<file path="src/sv/vt4_pkg.sv">
`default_nettype none
package vt4_pkg;

  localparam int WORD_W      = 32;
  localparam int IDX_W       = 4;
  localparam int MAT_N       = 4;
  localparam int MAT_ENTRIES = MAT_N * MAT_N;
  localparam int PROD_W      = 2 * WORD_W;
  localparam int PAIR_W      = PROD_W + 1;
  localparam int SUM_W       = PROD_W + 2;

  localparam logic OP_LOAD  = 1'b0;
  localparam logic OP_XFORM = 1'b1;

  localparam logic [WORD_W-1:0] SAT_MAX = {1'b0, {(WORD_W-1){1'b1}}};
  localparam logic [WORD_W-1:0] SAT_MIN = {1'b1, {(WORD_W-1){1'b0}}};

  // Queue entry: a load carries its value in vec[0]
  typedef struct packed {
    logic                          is_load;
    logic [IDX_W-1:0]              idx;
    logic [MAT_N-1:0][WORD_W-1:0]  vec;
  } cmd_t;

  typedef struct packed {
    logic valid;
    cmd_t cmd;
  } head_t;

endpackage
`default_nettype wire

</file>
<file path="src/sv/vt4_in_if.sv">
`default_nettype none
interface vt4_in_if;
  import vt4_pkg::*;

  logic                     valid;
  logic                     ready;
  logic                     op;
  logic [IDX_W-1:0]         elem_index;
  logic signed [WORD_W-1:0] elem_value;
  logic signed [WORD_W-1:0] in_x;
  logic signed [WORD_W-1:0] in_y;
  logic signed [WORD_W-1:0] in_z;
  logic signed [WORD_W-1:0] in_w;

  modport source (
    output valid, op, elem_index, elem_value, in_x, in_y, in_z, in_w,
    input  ready
  );

  modport sink (
    input  valid, op, elem_index, elem_value, in_x, in_y, in_z, in_w,
    output ready
  );

endinterface
`default_nettype wire

</file>
<file path="src/sv/vt4_front.sv">
`default_nettype none
module vt4_front #(
  parameter int QUEUE_DEPTH = 4
) (
  input  logic            clk,
  input  logic            rst,
  vt4_in_if.sink          item_in,
  output vt4_pkg::head_t  head,
  input  logic            pop
);
  import vt4_pkg::*;

  localparam int PTR_W = (QUEUE_DEPTH > 1) ? $clog2(QUEUE_DEPTH) : 1;
  localparam int CNT_W = $clog2(QUEUE_DEPTH + 1);

  cmd_t               queue [QUEUE_DEPTH];
  logic [PTR_W-1:0]   wr_ptr;
  logic [PTR_W-1:0]   rd_ptr;
  logic [CNT_W-1:0]   count;
  cmd_t               cmd;
  logic               push;
  logic               do_pop;

  always_comb begin
    cmd.is_load = (item_in.op == OP_LOAD);
    cmd.idx     = item_in.elem_index;
    if (item_in.op == OP_LOAD) begin
      cmd.vec = {{(MAT_N-1)*WORD_W{1'b0}}, item_in.elem_value};
    end else begin
      cmd.vec = {item_in.in_w, item_in.in_z, item_in.in_y, item_in.in_x};
    end
  end

  assign item_in.ready = (count != CNT_W'(QUEUE_DEPTH));
  assign push          = item_in.valid && item_in.ready;
  assign head.valid    = (count != '0);
  assign head.cmd      = queue[rd_ptr];
  assign do_pop        = pop && head.valid;

  always_ff @(posedge clk) begin
    if (push) begin
      queue[wr_ptr] <= cmd;
    end
  end

  always_ff @(posedge clk) begin
    if (rst) begin
      wr_ptr <= '0;
      rd_ptr <= '0;
      count  <= '0;
    end else begin
      if (push) begin
        wr_ptr <= (wr_ptr == PTR_W'(QUEUE_DEPTH - 1)) ? '0 : wr_ptr + 1'b1;
      end
      if (do_pop) begin
        rd_ptr <= (rd_ptr == PTR_W'(QUEUE_DEPTH - 1)) ? '0 : rd_ptr + 1'b1;
      end
      if (push && !do_pop) begin
        count <= count + 1'b1;
      end else if (!push && do_pop) begin
        count <= count - 1'b1;
      end
    end
  end

endmodule
`default_nettype wire

</file>
<file path="src/flat_wrapper.sv">
// flat-port wrapper written by rule: the top's interface ports become plain ports
module vt4_front_flat import vt4_pkg::*;
#(
  parameter int QUEUE_DEPTH = 4
)
  (clk, rst, head, pop, item_in_valid, item_in_op, item_in_elem_index, item_in_elem_value, item_in_in_x, item_in_in_y, item_in_in_z, item_in_in_w, item_in_ready);
  vt4_in_if item_in_i ();
  input  logic clk;
  input  logic rst;
  output vt4_pkg::head_t head;
  input  logic pop;
  input wire logic [$bits(item_in_i.valid)-1:0] item_in_valid;
  input wire logic [$bits(item_in_i.op)-1:0] item_in_op;
  input wire logic [$bits(item_in_i.elem_index)-1:0] item_in_elem_index;
  input wire logic [$bits(item_in_i.elem_value)-1:0] item_in_elem_value;
  input wire logic [$bits(item_in_i.in_x)-1:0] item_in_in_x;
  input wire logic [$bits(item_in_i.in_y)-1:0] item_in_in_y;
  input wire logic [$bits(item_in_i.in_z)-1:0] item_in_in_z;
  input wire logic [$bits(item_in_i.in_w)-1:0] item_in_in_w;
  output wire logic [$bits(item_in_i.ready)-1:0] item_in_ready;
  assign item_in_i.valid = item_in_valid;
  assign item_in_i.op = item_in_op;
  assign item_in_i.elem_index = item_in_elem_index;
  assign item_in_i.elem_value = item_in_elem_value;
  assign item_in_i.in_x = item_in_in_x;
  assign item_in_i.in_y = item_in_in_y;
  assign item_in_i.in_z = item_in_in_z;
  assign item_in_i.in_w = item_in_in_w;
  assign item_in_ready = item_in_i.ready;
  vt4_front #(.QUEUE_DEPTH(QUEUE_DEPTH)) u_core (.clk(clk), .rst(rst), .item_in(item_in_i), .head(head), .pop(pop));
endmodule
</file>
<file path="config.mk">
export PLATFORM = sky130hd
export DESIGN_NAME = vt4_front_flat
export DESIGN_NICKNAME = d
export VERILOG_FILES = /design/src/sv/vt4_pkg.sv /design/src/sv/vt4_in_if.sv /design/src/sv/vt4_front.sv /design/src/flat_wrapper.sv
export SDC_FILE = /design/constraint.sdc
export NUM_CORES = 1
export LEC_CHECK = 0
export BUFFER_PORTS_ARGS = -buffer_cell sky130_fd_sc_hd__clkbuf_2
export CAP_MARGIN = 20
export CORE_MARGIN = 2
export CORE_UTILIZATION = 61
export CTS_CLUSTER_DIAMETER = 150
export DETAILED_ROUTE_END_ITERATION = 6
export PLACE_DENSITY = 0.85
export SETUP_SLACK_MARGIN = 0.4
export SLEW_MARGIN = 10
export SYNTH_ARGS = -nofsm -noshare
export SYNTH_HDL_FRONTEND = slang
export SYNTH_SLANG_ARGS = --single-unit
</file>
<file path="constraint.sdc">
create_clock -name clk -period 7 [get_ports clk]
set_clock_uncertainty 0.05 [all_clocks]
set_input_delay 0.7 -clock clk [delete_from_list [all_inputs] [get_ports clk]]
set_output_delay 0.7 -clock clk [all_outputs]
set_load 0.03 [all_outputs]
</file>
* Yosys cells after proc, flatten, opt, wreduce, memory -nomap -nowiden
Memory sizes are Yosys's and may differ from the RTL's. A register that Yosys moved wholly into a read port is not among the register bits.
Index checks and enable logic that the tools add are counted.
** Word-level totals
- Flip-flop bits (word level) :: 7
- RAM bits :: 532
- Bits of input ports :: 169
- Logic and storage cells :: 29
- Memories kept :: 1
** Memories
- u_core.queue :: depth 4, width 133, read ports 1, clocked after memory_dff 1, wr ports 1, RTL line vt4_front.sv:16 : cmd_t queue [QUEUE_DEPTH];
** Cells by class
- $add $sub $neg :: 4
- Equal/unequal tests :: 3
- Muxes and demuxes :: 9
- Bitwise operators :: 1
- Reductions and logical operators :: 8
** Operators by type and width (count)
- 2-to-1 mux 128 bit :: 1
- 2-to-1 mux 2 bit :: 4
- 2-to-1 mux 3 bit :: 2
- adder 2 x 1 -> 2 bit, second input constant :: 2
- equality test 2 bit, second input constant :: 2
- logical AND 1 bit :: 4
- adder 3 x 1 -> 3 bit, second input constant :: 1
- inequality test 3 bit, second input constant :: 1
- nonzero test 3 bit :: 1
- subtractor 3 x 1 -> 3 bit, second input constant :: 1
- zero test 1 bit :: 2
- 2-to-1 mux 1 bit :: 2
- nonzero test 2 bit :: 1
- inverter 1 bit :: 1

* Longest topological paths before layout
- Depth in word-level cells :: 6
- Depth in mapped cells :: 9
- Mapped depth without buffers :: 8

* Worst setup path after synthesis
OpenSTA, ideal clock, no wires.
- Kind :: register to register
- Start point :: register u_core.count[0]
- End point :: memory u_core.queue[0][0] (netlist bit), enable pin
- Arrival time :: 2472 ps
- Slack :: 4044 ps
- Cell stages (with the launch flop) :: 4
- Clock period less this slack :: 2956 ps
- Cell sequence :: dfxtp_1 -> or3b_1 -> clkbuf_2 -> and3_2
** Between the ends
- Cells in the longest elaborated chain, start to end :: 4
** RTL lines
- from (decl) :: RTL line vt4_front.sv:19 : logic [CNT_W-1:0] count;
- from (signal assigned) :: RTL line vt4_front.sv:59 : count <= count + 1'b1;
- from (signal assigned) :: RTL line vt4_front.sv:61 : count <= count - 1'b1;
- inequality test 3 bit :: RTL line vt4_front.sv:34 : assign item_in.ready = (count != CNT_W'(QUEUE_DEPTH));
- via item_in_ready :: RTL line flat_wrapper.sv:20 : output wire logic [$bits(item_in_i.ready)-1:0] item_in_ready;
- logical AND 1 bit :: RTL line vt4_front.sv:35 : assign push = item_in.valid && item_in.ready;
- 2-to-1 mux 1 bit :: RTL line vt4_front.sv:41 : if (push) begin
- 2-to-1 mux 1 bit (not written as such) :: RTL line vt4_front.sv:42 : queue[wr_ptr] <= cmd;
- to (decl) :: RTL line vt4_front.sv:16
The timed path passes the listed nets, and every way through them passes these cells.

==> impl_metrics.env <==
export IMPL_pwr_share_comb_pct=23.3
export IMPL_die_w_um=188
export IMPL_intPower_mw=6.48
export IMPL_fin_cells=1698
export IMPL_setup_violations=0
export IMPL_max_freq_mhz=263
export IMPL_hold_viol=0
export IMPL_crit_fanout=97
export IMPL_path_cells="buf_12 -> mux4_2 -> clkbuf_2"
export IMPL_mostFrequentLayoutCells="edfxtp_1 (532), clkbuf_2 (302), mux4_2 (133)"
export IMPL_power_density_mw_per_mm2=375
export IMPL_hold_buffers=0
export IMPL_critPathSlowestCell="dfxtp_4"
export IMPL_endpoint_kind="output pin"
export IMPL_r2r_end="u_core.queue[1][10]"
export IMPL_clk_pin_slew_ns=0.06
export IMPL_cts_root_buf="clkbuf_16"
export IMPL_drive_gt1_share_pct=44.9
export IMPL_holdPathStages=1
export IMPL_yosysTopAreaCellShare_pct=77.3
export IMPL_area_delta_synth_final_pct=18.0
export IMPL_status="finished clean"
export IMPL_clkPwrFrac_pct=31.9
export IMPL_dr_pass1_iters=5
export IMPL_cts_buffers=52
export IMPL_coreArea_mm2=0.0334
export IMPL_finalCritPeriodShare_pct=54.3
export IMPL_drtIter0Drc=783
export IMPL_cts_tree="yes"
export IMPL_min_period_ns=3.80
export IMPL_maxSlewHeadroom_pct=29.1
export IMPL_wl_um=42200
export IMPL_numPortBuffers=303
export IMPL_leakage_nw=8.45
export IMPL_switching_share_pct=29.1
export IMPL_path_buf_inv=2
export IMPL_synth_cells=886
export IMPL_p_seq_share_pct=44.8
export IMPL_syn_nets=1062
export IMPL_path_delay_family="flip-flops"
export IMPL_clk_path_buf_depth=3
export IMPL_antenna_found_initial=4
export IMPL_final_common_cell="edfxtp_1"
export IMPL_ir_drop_uv=353
export IMPL_rr_startpoint="u_core.count[0]"
export IMPL_maxCapViolations=0
export IMPL_critPathKind="flop to output pin"
export IMPL_overflow=0
export IMPL_timing_final_ws_setup_ns=3.20
export IMPL_grt_pass1_vias=10642
export IMPL_pre_cts_ws_ns=3.73
export IMPL_grt_max_degree=98
export IMPL_holdPathEnd="u_core.queue[1][130]"
export IMPL_drv_slew=0
export IMPL_min_delay_start="item_in_elem_index[2]"
export IMPL_start_util_pct=61.8
export IMPL_finalSetupTns_ns=0
export IMPL_h_tree_depth=2
export IMPL_ios=304
export IMPL_cp_data_arrival_time_ns=3.05
export IMPL_place_gp_congestion=0.723
export IMPL_cts_sinks=541
export IMPL_viasPerCell=5.86
export IMPL_startpoint_type="flop"
export IMPL_syn_area_mm2=0.0207
export IMPL_ys_types=28
export IMPL_switching_power_mw=2.67
export IMPL_hpwl_um=23700
export IMPL_rsz0062_at_grt="no"
export IMPL_die_height_um=188
export IMPL_required_ns=6.25
export IMPL_cts_repair_resized=0
export IMPL_synth_edf_count=532
export IMPL_row_count=67
export IMPL_ys_flop_type="edfxtp_1"
export IMPL_grt_usage_pct=24.4
export IMPL_ys_warn_count=0
export IMPL_reg2regPathDepth=3
export IMPL_cpPeakStageDelay_ns=0.84
export IMPL_fin_util_pct=72.9
export IMPL_cts_setup_buffers=0
export IMPL_netlist_top_cells_area="edfxtp_1 (77%), mux4_2 (14%), and2_1 (2.9%)"
export IMPL_grt_pass1_wl_um=63500
export IMPL_avgSynthCellArea_um2=23.3
export IMPL_antenna_left=0
export IMPL_ff2ff_setup_slack_ns=3.86
export IMPL_insertion_delay_ns=0.58
export IMPL_dr_total_vias=9943
export IMPL_yosysTopAreaCell="edfxtp_1"
export IMPL_wl_per_cell_um=24.8
export IMPL_tightest_slew_ns=1.06
export IMPL_ys_ff_latch=541
export IMPL_die_area_mm2=0.0354
export IMPL_min_path_type="input port to flop"
export IMPL_post_place_cells=1601
export IMPL_yosysSeqAreaShare_pct=78.1
export IMPL_layout_nets=1383
export IMPL_drc_errors=0
export IMPL_total_power_mw=9.15
export IMPL_async_reset_ff_share_pct=0
[stage by stage]
step	hold WS, ns	instance area, µm²
CTS	0.258	24400
global placement	0.432	22600
global route	0.279	24400
floorplan	0.413	20700
detailed placement	0.438	22600
finish	0.301	24400
[synth_stat cells, types with 2 or more instances]
cell,instances
clkbuf_1,18
dfxtp_1,9
nand2b_1,2
and2_1,96
a21oi_1,2
mux4_2,133
xor2_1,2
and3_2,4
or3_2,2
ha_1,6
nor2_1,3
inv_1,4
mux2_2,32
buf_2,18
edfxtp_1,532
mux2i_1,3
buf_6,9
[registers in the layout, summed over array words and instances (netlist names), named ones only]
signal         count
u_core.queue     532
u_core.count       3
u_core.rd_ptr      2
u_core.wr_ptr      2
[worst max-delay path by stage]
stage	cells past startpoint	slack, ns	end
CTS	3	3.07	head[127]
floorplan	3	4.04	u_core.queue[0][0]
global route	3	2.94	head[104]
global placement	3	3.70	u_core.queue[1][45]
detailed placement	3	3.73	head[76]
finish	3	3.20	head[127]
[cell type report]
class / count / area, µm²
flip-flops and latches: 541 / 16200
multi-input cells: 295 / 4260
repair buffers: 313 / 1610
clock buffers: 66 / 1390
inverters: 4 / 15.0
clock inverters: 30 / 407
diodes: 1 / 2.50
well taps: 448 / 561
fillers: 1871 / 9050
[power by group through the flow]
stage | registers, mW | clock network [mW] | logic (mW)
2_1_floorplan | 4.08 | 0 | 1.62
3_3_place_gp | 4.13 | 0 | 2.12
3_5_place_dp | 4.16 | 0 | 2.14
4_1_cts | 4.10 | 2.96 | 2.17
5_1_grt | 4.13 | 3.07 | 2.25
6_report | 4.09 | 2.92 | 2.13
[cells by family after synthesis]
group           after synthesis  synth area share (%)
simple gates                113                  3.42
mux                         168                  16.4
xor+xnor                      2                0.0847
fa+ha+maj                     7                 0.460
buf+inv                      50                  1.35
compound gates                5                 0.169
flops                       541                  78.1
[routing by layer]
layer | track usage [%] | wire length [µm] | up-vias
li1 | - | - | 4322
met1 | 31.2 | 15700 | 5103
met2 | 41.2 | 22000 | 451
met3 | 7.06 | 3620 | 61
met4 | 7.63 | 882 | 6
met5 | 0 | 46 | -
No activity file was read; power rests on OpenSTA's default activity.
